`config.mk`:
```
export PLATFORM = sky130hd
export DESIGN_NAME = csvt_queue
export DESIGN_NICKNAME = d
export VERILOG_FILES = /design/src/csvt_pkg.sv /design/src/csvt_queue.sv
export SDC_FILE = /design/constraint.sdc
export NUM_CORES = 1
export LEC_CHECK = 0
export BUFFER_PORTS_ARGS = -buffer_cell sky130_fd_sc_hd__buf_2
export CAP_MARGIN = 30
export CORE_MARGIN = 10
export CORE_UTILIZATION = 61
export DETAILED_ROUTE_END_ITERATION = 16
export PLACE_DENSITY = 0.81
export SLEW_MARGIN = 20
export SYNTH_ARGS = -nofsm -noshare
export SYNTH_HDL_FRONTEND = slang
export SYNTH_SLANG_ARGS = --single-unit
```
`constraint.sdc`:
```
create_clock -name clk -period 6.3 [get_ports clk]
set_clock_uncertainty 0.15 [all_clocks]
set_input_delay 1.575 -clock clk [delete_from_list [all_inputs] [get_ports clk]]
set_output_delay 1.575 -clock clk [all_outputs]
set_load 0.05 [all_outputs]
```
`src/csvt_pkg.sv`:
```
// Shared types, constants and the per-byte tokenizer step for the CSV tokenizer.
// No dependencies; all files but csvt_stream_if import this package.
package csvt_pkg;

	// Widest row that still gets distinct column indexes
	localparam int MAX_COLUMNS = 256;
	localparam logic [7:0] COL_CAP = (MAX_COLUMNS - 1 < 255) ? 8'(MAX_COLUMNS - 1) : 8'd255;

	// Results one byte can cause, and the default depth of the result queue
	localparam int MAX_RES = 4;
	localparam int RES_IDX_W = $clog2(MAX_RES);
	localparam int RES_CNT_W = $clog2(MAX_RES + 1);
	localparam int QUEUE_DEPTH_DFLT = 4;

	localparam logic [7:0] CH_BOM0  = 8'hEF;
	localparam logic [7:0] CH_BOM1  = 8'hBB;
	localparam logic [7:0] CH_BOM2  = 8'hBF;
	localparam logic [7:0] CH_QUOTE = 8'h22;
	localparam logic [7:0] CH_COMMA = 8'h2C;
	localparam logic [7:0] CH_CR    = 8'h0D;
	localparam logic [7:0] CH_LF    = 8'h0A;

	typedef enum logic [1:0] {
		KIND_DATA = 2'd0,
		KIND_EOF  = 2'd1,
		KIND_ERR  = 2'd2
	} kind_t;

	typedef enum logic [1:0] {
		QM_UNQUOTED = 2'd0,
		QM_QUOTED   = 2'd1,
		QM_PENDING  = 2'd2
	} quote_mode_t;

	typedef enum logic [1:0] {
		BOM_START = 2'd0,
		BOM_EF    = 2'd1,
		BOM_EFBB  = 2'd2,
		BOM_PAST  = 2'd3
	} bom_stage_t;

	typedef struct packed {
		logic [7:0] byte_value;
		logic       final_byte;
	} in_item_t;

	typedef struct packed {
		kind_t      kind;
		logic [7:0] data_byte;
		logic       row_end;
		logic [7:0] column;
		logic       run_last;
	} out_item_t;

	typedef struct packed {
		kind_t      kind;
		logic [7:0] data_byte;
		logic       row_end;
		logic [7:0] column;
	} result_t;

	// All results caused by one input byte, packed from index 0
	typedef struct packed {
		result_t [MAX_RES-1:0]  res;
		logic [RES_CNT_W-1:0]   count;
	} bundle_t;

	typedef struct packed {
		quote_mode_t quote_mode;
		logic        field_empty;
		logic [7:0]  column;
		logic        skip_lf;
	} tok_state_t;

	typedef struct packed {
		tok_state_t st;
		logic       hit;
		result_t    res;
	} take_ret_t;

	// One byte through the field/row state; at most one result
	function automatic take_ret_t take_byte(input tok_state_t s, input logic [7:0] c);
		take_ret_t r;
		r.st = s;
		r.st.skip_lf = 1'b0;
		r.hit = 1'b0;
		r.res.kind = KIND_DATA;
		r.res.data_byte = c;
		r.res.row_end = 1'b0;
		r.res.column = s.column;
		if (s.skip_lf && c == CH_LF) begin
			// drop the LF of a CRLF
			r.hit = 1'b0;
		end else if (s.quote_mode == QM_QUOTED) begin
			if (c == CH_QUOTE) begin
				r.st.quote_mode = QM_PENDING;
			end else begin
				r.hit = 1'b1;
				r.st.field_empty = 1'b0;
			end
		end else if (s.quote_mode == QM_PENDING && c == CH_QUOTE) begin
			r.hit = 1'b1;
			r.st.field_empty = 1'b0;
			r.st.quote_mode = QM_QUOTED;
		end else begin
			r.st.quote_mode = QM_UNQUOTED;
			if (c == CH_QUOTE && s.field_empty) begin
				r.st.quote_mode = QM_QUOTED;
			end else if (c == CH_COMMA) begin
				r.hit = 1'b1;
				r.res.kind = KIND_EOF;
				r.res.data_byte = '0;
				if (s.column < COL_CAP)
					r.st.column = s.column + 8'd1;
				r.st.field_empty = 1'b1;
			end else if (c == CH_CR || c == CH_LF) begin
				r.st.skip_lf = (c == CH_CR);
				// a row that is one empty field gives nothing
				r.hit = !(s.column == '0 && s.field_empty);
				r.res.kind = KIND_EOF;
				r.res.data_byte = '0;
				r.res.row_end = 1'b1;
				r.st.column = '0;
				r.st.field_empty = 1'b1;
			end else begin
				r.hit = 1'b1;
				r.st.field_empty = 1'b0;
			end
		end
		return r;
	endfunction

endpackage

```
`src/csvt_queue.sv`:
```
// Short queue of result bundles between the tokenizer front and back ends.
// Depends on csvt_pkg for the bundle type.
module csvt_queue
	import csvt_pkg::*;
#(
	parameter int DEPTH = QUEUE_DEPTH_DFLT
) (
	input  logic    clk,
	input  logic    arst_n,
	input  logic    push,
	input  bundle_t push_bundle,
	output logic    full,
	input  logic    pop,
	output bundle_t head,
	output logic    head_valid
);

	localparam int PTR_W = (DEPTH > 1) ? $clog2(DEPTH) : 1;
	localparam int CNT_W = $clog2(DEPTH + 1);

	bundle_t            mem_q [DEPTH];
	logic [PTR_W-1:0]   wr_ptr_q;
	logic [PTR_W-1:0]   rd_ptr_q;
	logic [CNT_W-1:0]   count_q;

	assign full       = count_q == CNT_W'(DEPTH);
	assign head_valid = count_q != '0;
	assign head       = mem_q[rd_ptr_q];

	always_ff @(posedge clk) begin
		if (push)
			mem_q[wr_ptr_q] <= push_bundle;
	end

	always_ff @(posedge clk or negedge arst_n) begin
		if (!arst_n) begin
			wr_ptr_q <= '0;
			rd_ptr_q <= '0;
			count_q  <= '0;
		end else begin
			if (push)
				wr_ptr_q <= (wr_ptr_q == PTR_W'(DEPTH - 1)) ? '0 : wr_ptr_q + 1'b1;
			if (pop)
				rd_ptr_q <= (rd_ptr_q == PTR_W'(DEPTH - 1)) ? '0 : rd_ptr_q + 1'b1;
			if (push && !pop)
				count_q <= count_q + 1'b1;
			else if (pop && !push)
				count_q <= count_q - 1'b1;
		end
	end

	a_no_overflow: assert property (@(posedge clk) disable iff (!arst_n)
		push |-> !full || pop)
		else $error("push into full queue");

	a_no_underflow: assert property (@(posedge clk) disable iff (!arst_n)
		pop |-> head_valid)
		else $error("pop from empty queue");

endmodule

```
==> flow_summary.json <==
{
  "status": "completed",
  "final-hold-violation-count": 0,
  "p_int_mw": 4.59,
  "netlist_top_cells_area": "sky130_fd_sc_hd__edfxtp_1, sky130_fd_sc_hd__mux4_2, sky130_fd_sc_hd__dfrtp_1, sky130_fd_sc_hd__buf_12, sky130_fd_sc_hd__ha_1",
  "detailedPlacementHpwl_um": 13600,
  "post_synthesis_net_count": 540,
  "final_core_utilization_pct": 71.8,
  "part_of_the_yosys_area_used_for_sequential_elements_pct": 81.3,
  "numClockSinks": 323,
  "cts_tree": "yes",
  "wl_per_cell_um": 23.3,
  "chipHeight_um": 160,
  "post_cts.repair.setup_buffers": 0,
  "finalCritPeriodShare_pct": 70.9,
  "max_slew_margin_pct": 49.1,
  "ys_types": 20,
  "net-switching-power_mw": 2.75,
  "non_filler_cells_in_the_finished_layout": 924,
  "finalSetupTns_ps": 0,
  "cts.clk_slew.worst_paths_ps": 60,
  "route.detailed.drc": 0,
  "register_area_sq_mm": 0.00967,
  "number_of_nets_in_the_finished_design": 724,
  "wl_met1_um": 8540,
  "crit_path_start_kind": "flop",
  "syn-instance-count": 450,
  "synth_top_area_share_pct": 79.8,
  "rsz_0062_raised_after_global_routing": "no",
  "post_cts_resized": 0,
  "power.sequential.fraction_pct": 40.5,
  "dieWidth_um": 160,
  "fmaxAchievable_mhz": 224,
  "syn_area_sq_mm": 0.0119,
  "largest_net_degree_at_the_start_of_global_routing": 51,
  "timing.critical_path.required_ps": 4580,
  "power_frac_comb_pct": 36.0,
  "switching_share_pct": 37.5,
  "grt.total_usage_pct": 16.9,
  "ys_ff_latch": 323,
  "number_of_max_capacitance_violations_reported": 0,
  "start_util_pct": 61.5,
  "vias": 5267,
  "detail_route.vias_per_cell": 5.70,
  "cts.htree.levels": 1,
  "timing.setup.critical_path_class": "flop to primary output",
  "post-route-min-period_ps": 4470,
  "clk_path_buf_depth": 3,
  "clockRootBuffer": "sky130_fd_sc_hd__clkbuf_16",
  "detailroute.wirelength.met2_um": 10900,
  "drt_iter0_markers": 433,
  "cellPowerDensity_mw_per_mm2": 529,
  "antenna_violations_before_repair": 3,
  "yosysTopAreaCell": "sky130_fd_sc_hd__edfxtp_1",
  "nFillCells": 1111,
  "report.power.total_mw": 7.35,
  "insertion_delay_ps": 530,
  "finish.instance_area_sq_mm": 0.0139,
  "layout_commonest_cell": "sky130_fd_sc_hd__edfxtp_1",
  "drive_above_1_share_pct": 45.4,
  "drt_wl_total_um": 21500,
  "p_clk_share_pct": 23.5,
  "dp_cells": 866,
  "finalSetupViolations": 0,
  "most_frequent_cells_in_the_layout": "sky130_fd_sc_hd__edfxtp_1, sky130_fd_sc_hd__buf_2, sky130_fd_sc_hd__mux4_2",
  "numCtsBuffers": 31,
  "data_arrival_time_of_the_critical_path_ps": 2740,
  "grt-ovfl-total": 0,
  "grt_first_pass_wirelength_um": 33800,
  "die_footprint_sq_mm": 0.0255,
  "holdCritPathClass": "flop to flop",
  "critical_path_peak_fanout": 44,
  "globalplace.congestion": 0.720,
  "drt-pass1-iter-count": 5,
  "num_io_pins": 164,
  "final_max_slew_viol_count": 0,
  "cp-end-kind": "primary output",
  "multi_input_gate_area_in_the_final_layout_sq_mm": 0.00201,
  "via_count_of_the_first_global_routing_pass": 5635,
  "max-vdd-ir-drop_v": 0.000383,
  "portBuffers": 163,
  "flow.area_growth_from_synthesis_pct": 16.8,
  "power.leakage_nw": 4.76,
  "cts_hold_buffers_added": 0,
  "top_signal_layer_used": "met4",
  "met3_length_um": 1600,
  "floorplan_row_count": 51,
  "synth_area_per_cell_sq_um": 26.4,
  "placed_area_sq_mm": 0.0129,
  "detail-route-antenna-nets": 0,
  "core_area_sq_mm": 0.0193,
  "transition_time_at_the_pin_with_the_least_slew_margin_ps": 763,
  "synth.yosys.warnings": 0
}
[cells in the mapped netlist]
library cell,count
sky130_fd_sc_hd__inv_1,4
sky130_fd_sc_hd__o21ai_0,2
sky130_fd_sc_hd__clkbuf_1,1
sky130_fd_sc_hd__or3_1,1
sky130_fd_sc_hd__fa_1,1
sky130_fd_sc_hd__nand2_1,2
sky130_fd_sc_hd__buf_2,8
sky130_fd_sc_hd__nor2_1,3
sky130_fd_sc_hd__xnor2_1,1
sky130_fd_sc_hd__and2_1,4
sky130_fd_sc_hd__edfxtp_1,316
sky130_fd_sc_hd__mux4_2,79
sky130_fd_sc_hd__ha_1,6
sky130_fd_sc_hd__buf_8,1
sky130_fd_sc_hd__dfrtp_1,7
sky130_fd_sc_hd__buf_6,1
sky130_fd_sc_hd__xor2_1,2
sky130_fd_sc_hd__mux2_2,3
sky130_fd_sc_hd__buf_12,7
sky130_fd_sc_hd__nor3b_1,1
[metal layers]
| metal | vias up | global-route usage, % |
|---|---|---|
| met5 | - | 0 |
| met4 | 0 | 4.30 |
| met3 | 30 | 4.45 |
| met2 | 204 | 27.6 |
| met1 | 2727 | 22.2 |
| li1 | 2306 | - |
[cells by family (layout without fill, tap and decap cells)]
group	Yosys count	in the layout	synth area share [%]
other cells	0	3	0
fa+ha+maj	7	7	0.800
flops	323	323	81.3
mux	82	82	15.2
compound gates	2	2	0.0842
buf+inv	22	228	1.89
xor+xnor	3	3	0.221
simple gates	11	11	0.484
[sequential cells by signal, summed over array words and instances (netlist names)]
| name | cells |
|---|---|
| count_q | 3 |
| mem_q | 316 |
| rd_ptr_q | 2 |
| wr_ptr_q | 2 |
[critical path, stage by stage (launching register included)]
cell,delay [ps]
sky130_fd_sc_hd__dfrtp_4,930
sky130_fd_sc_hd__buf_12,400
sky130_fd_sc_hd__mux4_2,590
sky130_fd_sc_hd__buf_2,240
[worst paths after layout]
path                       slack, ps  cells after the start                    start                      end
max                             1830                      3  rd_ptr_q[0]$_DFFE_PN0P_                  head[4]
min                              370                      1   count_q[2]$_DFFE_PN0P_   count_q[2]$_DFFE_PN0P_
max reg2reg                     3920                      4  wr_ptr_q[0]$_DFFE_PN0P_    mem_q[0][2]$_DFFE_PP_
min reg2reg                      370                      1   count_q[2]$_DFFE_PN0P_   count_q[2]$_DFFE_PN0P_
max in group asynchronous       5100                      1                   arst_n  rd_ptr_q[0]$_DFFE_PN0P_
min in group asynchronous        720                      1                   arst_n  rd_ptr_q[1]$_DFFE_PN0P_
[stage by stage]
| step | hold slack, ps | setup WS [ps] |
|---|---|---|
| after floorplan | 299 | 2290 |
| after global placement | 315 | 2340 |
| after detailed placement | 343 | 2330 |
| after CTS | 371 | 1760 |
| after global routing | 390 | 1630 |
| final | 372 | 1830 |
[final cells by class]
cell class | instances | area share, %
antenna | 3 | 0.0541
clock buffer | 39 | 5.80
clock inverter | 16 | 1.08
inverter | 4 | 0.108
multi-input combinational | 105 | 14.5
sequential | 323 | 69.6
tap | 265 | 2.39
timing repair buffer | 169 | 6.43
[power groups by stage]
stage	clock network (mW)	logic, mW	registers, mW
floorplan	0	2.31	2.88
global placement	0	2.60	3.05
finish	1.73	2.65	2.97
detailed placement	0	2.68	3.03
CTS	1.78	2.70	2.98
global route	1.86	2.78	3.02
Note: power is estimated with default switching activity, not from simulation.
