### config.mk
export PLATFORM = sky130hd
export DESIGN_NAME = csvt_back_flat
export DESIGN_NICKNAME = d
export VERILOG_FILES = /design/src/csvt_pkg.sv /design/src/csvt_stream_if.sv /design/src/csvt_back.sv /design/src/flat_wrapper.sv
export SDC_FILE = /design/constraint.sdc
export NUM_CORES = 1
export LEC_CHECK = 0
export ABC_AREA = 1
export BUFFER_PORTS_ARGS = -buffer_cell sky130_fd_sc_hd__buf_2
export CAP_MARGIN = 0
export CORE_UTILIZATION = 20
export CTS_BUF_LIST = sky130_fd_sc_hd__clkbuf_8
export CTS_CLUSTER_DIAMETER = 40
export CTS_CLUSTER_SIZE = 25
export DETAILED_ROUTE_END_ITERATION = 12
export PLACE_DENSITY = 0.9
export SYNTH_ARGS = -nofsm -noshare
export SYNTH_HDL_FRONTEND = slang
export SYNTH_SLANG_ARGS = --single-unit
### constraint.sdc
create_clock -name clk -period 1.4 [get_ports clk]
set_clock_uncertainty 0.2 [all_clocks]
set_input_delay 0.21 -clock clk [delete_from_list [all_inputs] [get_ports clk]]
set_output_delay 0.21 -clock clk [all_outputs]
set_load 0.01 [all_outputs]
### src/csvt_pkg.sv
// Shared types, constants and the per-byte tokenizer step for the CSV tokenizer.
// No dependencies; all files but csvt_stream_if import this package.
package csvt_pkg;

	// Widest row that still gets distinct column indexes
	localparam int MAX_COLUMNS = 256;
	localparam logic [7:0] COL_CAP = (MAX_COLUMNS - 1 < 255) ? 8'(MAX_COLUMNS - 1) : 8'd255;

	// Results one byte can cause, and the default depth of the result queue
	localparam int MAX_RES = 4;
	localparam int RES_IDX_W = $clog2(MAX_RES);
	localparam int RES_CNT_W = $clog2(MAX_RES + 1);
	localparam int QUEUE_DEPTH_DFLT = 4;

	localparam logic [7:0] CH_BOM0  = 8'hEF;
	localparam logic [7:0] CH_BOM1  = 8'hBB;
	localparam logic [7:0] CH_BOM2  = 8'hBF;
	localparam logic [7:0] CH_QUOTE = 8'h22;
	localparam logic [7:0] CH_COMMA = 8'h2C;
	localparam logic [7:0] CH_CR    = 8'h0D;
	localparam logic [7:0] CH_LF    = 8'h0A;

	typedef enum logic [1:0] {
		KIND_DATA = 2'd0,
		KIND_EOF  = 2'd1,
		KIND_ERR  = 2'd2
	} kind_t;

	typedef enum logic [1:0] {
		QM_UNQUOTED = 2'd0,
		QM_QUOTED   = 2'd1,
		QM_PENDING  = 2'd2
	} quote_mode_t;

	typedef enum logic [1:0] {
		BOM_START = 2'd0,
		BOM_EF    = 2'd1,
		BOM_EFBB  = 2'd2,
		BOM_PAST  = 2'd3
	} bom_stage_t;

	typedef struct packed {
		logic [7:0] byte_value;
		logic       final_byte;
	} in_item_t;

	typedef struct packed {
		kind_t      kind;
		logic [7:0] data_byte;
		logic       row_end;
		logic [7:0] column;
		logic       run_last;
	} out_item_t;

	typedef struct packed {
		kind_t      kind;
		logic [7:0] data_byte;
		logic       row_end;
		logic [7:0] column;
	} result_t;

	// All results caused by one input byte, packed from index 0
	typedef struct packed {
		result_t [MAX_RES-1:0]  res;
		logic [RES_CNT_W-1:0]   count;
	} bundle_t;

	typedef struct packed {
		quote_mode_t quote_mode;
		logic        field_empty;
		logic [7:0]  column;
		logic        skip_lf;
	} tok_state_t;

	typedef struct packed {
		tok_state_t st;
		logic       hit;
		result_t    res;
	} take_ret_t;

	// One byte through the field/row state; at most one result
	function automatic take_ret_t take_byte(input tok_state_t s, input logic [7:0] c);
		take_ret_t r;
		r.st = s;
		r.st.skip_lf = 1'b0;
		r.hit = 1'b0;
		r.res.kind = KIND_DATA;
		r.res.data_byte = c;
		r.res.row_end = 1'b0;
		r.res.column = s.column;
		if (s.skip_lf && c == CH_LF) begin
			// drop the LF of a CRLF
			r.hit = 1'b0;
		end else if (s.quote_mode == QM_QUOTED) begin
			if (c == CH_QUOTE) begin
				r.st.quote_mode = QM_PENDING;
			end else begin
				r.hit = 1'b1;
				r.st.field_empty = 1'b0;
			end
		end else if (s.quote_mode == QM_PENDING && c == CH_QUOTE) begin
			r.hit = 1'b1;
			r.st.field_empty = 1'b0;
			r.st.quote_mode = QM_QUOTED;
		end else begin
			r.st.quote_mode = QM_UNQUOTED;
			if (c == CH_QUOTE && s.field_empty) begin
				r.st.quote_mode = QM_QUOTED;
			end else if (c == CH_COMMA) begin
				r.hit = 1'b1;
				r.res.kind = KIND_EOF;
				r.res.data_byte = '0;
				if (s.column < COL_CAP)
					r.st.column = s.column + 8'd1;
				r.st.field_empty = 1'b1;
			end else if (c == CH_CR || c == CH_LF) begin
				r.st.skip_lf = (c == CH_CR);
				// a row that is one empty field gives nothing
				r.hit = !(s.column == '0 && s.field_empty);
				r.res.kind = KIND_EOF;
				r.res.data_byte = '0;
				r.res.row_end = 1'b1;
				r.st.column = '0;
				r.st.field_empty = 1'b1;
			end else begin
				r.hit = 1'b1;
				r.st.field_empty = 1'b0;
			end
		end
		return r;
	endfunction

endpackage

### src/csvt_stream_if.sv
// Valid/ready stream channel carrying one payload beat per handshake.
// Payload type is a parameter; the CSV tokenizer uses the types of csvt_pkg.
interface csvt_stream_if #(parameter type payload_t = logic);
	logic     valid;
	logic     ready;
	payload_t payload;

	modport source (output valid, output payload, input ready);
	modport sink (input valid, input payload, output ready);
endinterface

### src/csvt_back.sv
// Back end of the CSV tokenizer: walks the head bundle one result a beat into
// the output register. Depends on csvt_pkg and csvt_stream_if.
module csvt_back
	import csvt_pkg::*;
(
	input  logic          clk,
	input  logic          arst_n,
	input  bundle_t       head,
	input  logic          head_valid,
	output logic          pop,
	csvt_stream_if.source token_out
);

	logic [RES_IDX_W-1:0] idx_q;
	logic                 out_valid_q;
	out_item_t            out_q;
	logic                 load;
	logic                 last;
	result_t              cur;

	assign cur  = head.res[idx_q];
	assign last = RES_CNT_W'(idx_q) == head.count - 1'b1;
	assign load = head_valid && (!out_valid_q || token_out.ready);
	assign pop  = load && last;

	assign token_out.valid   = out_valid_q;
	assign token_out.payload = out_q;

	always_ff @(posedge clk) begin
		if (load) begin
			out_q.kind      <= cur.kind;
			out_q.data_byte <= cur.data_byte;
			out_q.row_end   <= cur.row_end;
			out_q.column    <= cur.column;
			out_q.run_last  <= last;
		end
	end

	always_ff @(posedge clk or negedge arst_n) begin
		if (!arst_n) begin
			out_valid_q <= 1'b0;
			idx_q       <= '0;
		end else begin
			if (load)
				out_valid_q <= 1'b1;
			else if (token_out.ready)
				out_valid_q <= 1'b0;
			if (load)
				idx_q <= last ? '0 : idx_q + 1'b1;
		end
	end

	a_idx_in_bundle: assert property (@(posedge clk) disable iff (!arst_n)
		head_valid |-> RES_CNT_W'(idx_q) < head.count)
		else $error("result index past bundle count");

endmodule

### src/flat_wrapper.sv
// flat-port wrapper written by rule: the top's interface ports become plain ports
module csvt_back_flat import csvt_pkg::*;
  (clk, arst_n, head, head_valid, pop, token_out_valid, token_out_payload, token_out_ready);
  csvt_stream_if token_out_i ();
  input  logic clk;
  input  logic arst_n;
  input  bundle_t head;
  input  logic head_valid;
  output logic pop;
  output wire logic [$bits(token_out_i.valid)-1:0] token_out_valid;
  output wire logic [$bits(token_out_i.payload)-1:0] token_out_payload;
  input wire logic [$bits(token_out_i.ready)-1:0] token_out_ready;
  assign token_out_valid = token_out_i.valid;
  assign token_out_payload = token_out_i.payload;
  assign token_out_i.ready = token_out_ready;
  csvt_back u_core (.clk(clk), .arst_n(arst_n), .head(head), .head_valid(head_valid), .pop(pop), .token_out(token_out_i));
endmodule
==> metrics.log <==
[metrics] number of different library cells in the post-synthesis netlist: 14
[metrics] Clock Sinks: 4
[metrics] first-pass GRT wire length: ~1100 um
[metrics] effective utilization at floorplan: 22.7%
[metrics] share of post-route cells with drive strength above 1: 47.7%
[metrics] CORE AREA: approximately 0.0014 mm^2
[metrics] global routing usage summed across all routing layers: 10.9%
[metrics] Tightest Pin Transition: 0.178 ns
[metrics] H-tree Lvls: 1
[metrics] crit path max fanout: 4
[metrics] maximum number of pins on one net before global-route repair: 5
[metrics] FF+latch count, synth: 4
[metrics] tightest slew margin relative to the limit: around 88%
[metrics] maximum count of clock buffers along a single path: 2
[metrics] P per Cell Area: 1490 mW/mm^2
[metrics] initial antenna violation count: 0
[metrics] portion of the clock cycle consumed by the worst path in the final layout: 114%
[metrics] Buffers on Ports: 9
[metrics] post-synth design cell area: between 300 and 400 um^2
[metrics] fin crit period: 1.60 ns
[metrics] first-pass iteration count of the detailed router: 3
[metrics] type of the worst setup path: flop to output port
[metrics] yosys synthesis warning count: 0
[metrics] number of global-route vias before repair: between 200 and 300
[metrics] die boundary height: 41.4 um
[metrics] Cell Chain, Critical Path: inv_2 -> nand2_1 -> nand2_1 -> nand3_2 -> nor2_4 -> buf_6
[metrics] worst supply voltage drop on vdd: 0.485 mV
[metrics] antenna diode count: 0
[metrics] TritonCTS clock tree: built
[metrics] DIE WIDTH: 41.4 um
[metrics] post-DP HPWL: about 510 um
[metrics] overall overflow remaining after global route: 0
[metrics] Gate Count Post-Synth: 44
[metrics] post-synthesis average cell area: 7.05 um^2
[metrics] Net Count, Synth: roughly 130
[metrics] number of violations reported at the end of detailed-routing iteration 0: 1
[metrics] # IOs: 86
[metrics] WP data required: 0.99 ns
[metrics] Detailed Route WL: 760 um
[metrics] final worst slack: -0.196 ns
[metrics] classification of the worst-slack hold path: primary input to flop
[metrics] Routability Congestion: 0.704
[metrics] violations in the final reports: setup timing
[metrics] register-to-register path setup slack: 0.09 ns
[metrics] Setup violations, final: 1
[metrics] post-placement setup slack: -0.290 ns
[metrics] Post-DP Area: a little under 400 um^2
[metrics] result of the run: complete, but fails checks
[metrics] maximum clock rate: 627 MHz
[metrics] final standard cell area without fillers: 500 um^2
[metrics] die area: 0.00171 mm^2
[metrics] detail-routed via count per cell: about 4
[metrics] Crit path arrival time: 1.19 ns
[metrics] number of buffers inserted during clock tree synthesis: 3
[metrics] Worst-path clk slew: ~0.030 ns
[metrics] critical path capture point type: output port
[metrics] Final nets: 150
[metrics] synth-to-layout area growth: 61.3%
[metrics] sequential element share of the synthesized area: between 30% and 40%
[metrics] kind of cell adding the most delay to the critical path: flip-flops
[metrics] CP max stage delay: 0.42 ns
[metrics] count of maximum capacitance violations: 0
[metrics] buffer type at the clock tree root: sky130_fd_sc_hd__clkbuf_8
[metrics] slowest library cell on the worst path: sky130_fd_sc_hd__dfrtp_1
[metrics] Placement Rows: 13
[metrics] setup repair after global routing missed its margin: yes
[metrics] DRC: 0
[metrics] number of pins with negative max-slew slack in the final report: 0
[metrics] overall via count from detail_route: roughly 330
[metrics] Leak: 0.289 nW
[metrics] fill cell instance count of the final layout: 148
[metrics] startpoint kind of the worst setup timing path: flop
[metrics] source-to-sink clock delay at the later pin of the worst-skew pair: 0.22 ns
[metrics] final routed wire length divided by cell count: ~9.5 um
[metrics] critical path buffer and inverter count: 2
[metrics] post-route ant nets: 0
[metrics] Top cell by count, worst path: sky130_fd_sc_hd__nand2_1
[metrics] final count of hold timing violations: 0
## layout make-up
type	count	area (um^2)	area share, %
multi-input combinational	30	180	36.0
inverter	10	37.5	7.50
sequential	4	105	21.0
clock buffer	3	41.3	8.25
tap	15	18.8	3.75
timing repair buffer	17	114	22.7
clock inverter	1	3.75	0.750
## through the flow
step / power [mW] / util (%) / TNS, ns / hold slack (ns) / cells
final: 0.748 / 36.6 / -0.196 / 0.0520 / 80
after global routing: 0.804 / 36.6 / -0.258 / 0.0682 / 80
after detailed placement: 0.424 / 28.5 / -0.472 / -0.189 / 70
after floorplan: 0.343 / - / 0 / -0.286 / 44
after global placement: 0.412 / 28.5 / -0.318 / -0.194 / 70
after CTS: 0.726 / 36.1 / -0.207 / 0.0418 / 79
## cell usage after synthesis (all sizes together)
library cell	number	share of area, %
edfxtp	1	9.7
nand2	21	26
xnor2	1	5.2
a21oi	1	5.2
dfrtp	3	24
nand3	3	6.5
inv	10	12
nor2	3	6.9
ha	1	4.0
## power breakdown
| group | internal, mW | switching [mW] | total (mW) | leakage (nW) |
|---|---|---|---|---|
| registers | 0.153 | 0.0368 | 0.190 | 0.0435 |
| logic | 0.157 | 0.147 | 0.304 | 0.218 |
| clock network | 0.188 | 0.0670 | 0.255 | 0.0269 |
## what timing repair did
item                                    in CTS  in global routing
hold buffers                                 1                  0
buffers inserted                             4                  1
gates cloned                                 0                  0
resized for setup                            3                  0
endpoints found under the setup margin       1                  1
hold endpoints to repair                     3                  0
pin swaps                                    3                  2
## placed cells by master, fill, tap and decap left out
cell type                       Yosys  routed
sky130_fd_sc_hd__nand3_2            1       1
sky130_fd_sc_hd__ha_4               0       1
sky130_fd_sc_hd__nor2_2             1       1
sky130_fd_sc_hd__nor2_4             1       1
sky130_fd_sc_hd__nand2_2            1       1
sky130_fd_sc_hd__xnor2_2            1       1
sky130_fd_sc_hd__buf_4              0       7
sky130_fd_sc_hd__inv_1              6       6
sky130_fd_sc_hd__buf_6              0       1
sky130_fd_sc_hd__nor2_1             1       1
sky130_fd_sc_hd__nand2_1           20      20
sky130_fd_sc_hd__buf_2              0       8
sky130_fd_sc_hd__clkbuf_8           0       3
sky130_fd_sc_hd__edfxtp_1           1       1
sky130_fd_sc_hd__a21oi_4            1       1
sky130_fd_sc_hd__nand3_1            2       2
sky130_fd_sc_hd__dlygate4sd3_1      0       1
sky130_fd_sc_hd__dfrtp_1            3       3
sky130_fd_sc_hd__inv_2              4       5
## flip-flops by register name, summed over array words and instances, names as in the netlist
register                  count
u_core.idx_q                  2
u_core.token_out.payload      1
u_core.token_out.valid        1
## routing by layer
layer | vias to the layer above | share of wire [%] | GRT usage, %
li1 | 170 | - | -
met1 | 150 | 35 | 9.39
met2 | 5 | 60 | 18.4
met3 | 2 | 1.7 | 4.79
met4 | 0 | 2.8 | 10.5
met5 | - | 0 | 0
## cell families after synthesis
family | synth area share, %
AO/OA/AOI/OAI | 5.24
XOR/XNOR | 5.24
adder cells (fa/ha/maj) | 4.03
buffers and inverters | 12.1
flip-flops | 33.9
AND/OR/NAND/NOR | 39.5
## worst reg2reg max path, delay by kind of cell, from the launching register on
kind,cells,cell delay (ns)
buffers and inverters,2,0.20
flip-flops,1,0.42
AND/OR/NAND/NOR,5,0.38
## path summary, 6_finish.rpt
path                                   startpoint                      to  cells after the start
setup / recovery                  u_core.idx_q[1]                     pop                      6
hold / removal                         head_valid  u_core.token_out.valid                      3
setup reg to reg                  u_core.idx_q[1]         u_core.idx_q[1]                      7
hold reg to reg            u_core.token_out.valid  u_core.token_out.valid                      2
max in group asynchronous                  arst_n         u_core.idx_q[0]                      2
min in group asynchronous                  arst_n         u_core.idx_q[1]                      2
(Power assumes the default switching activity.)
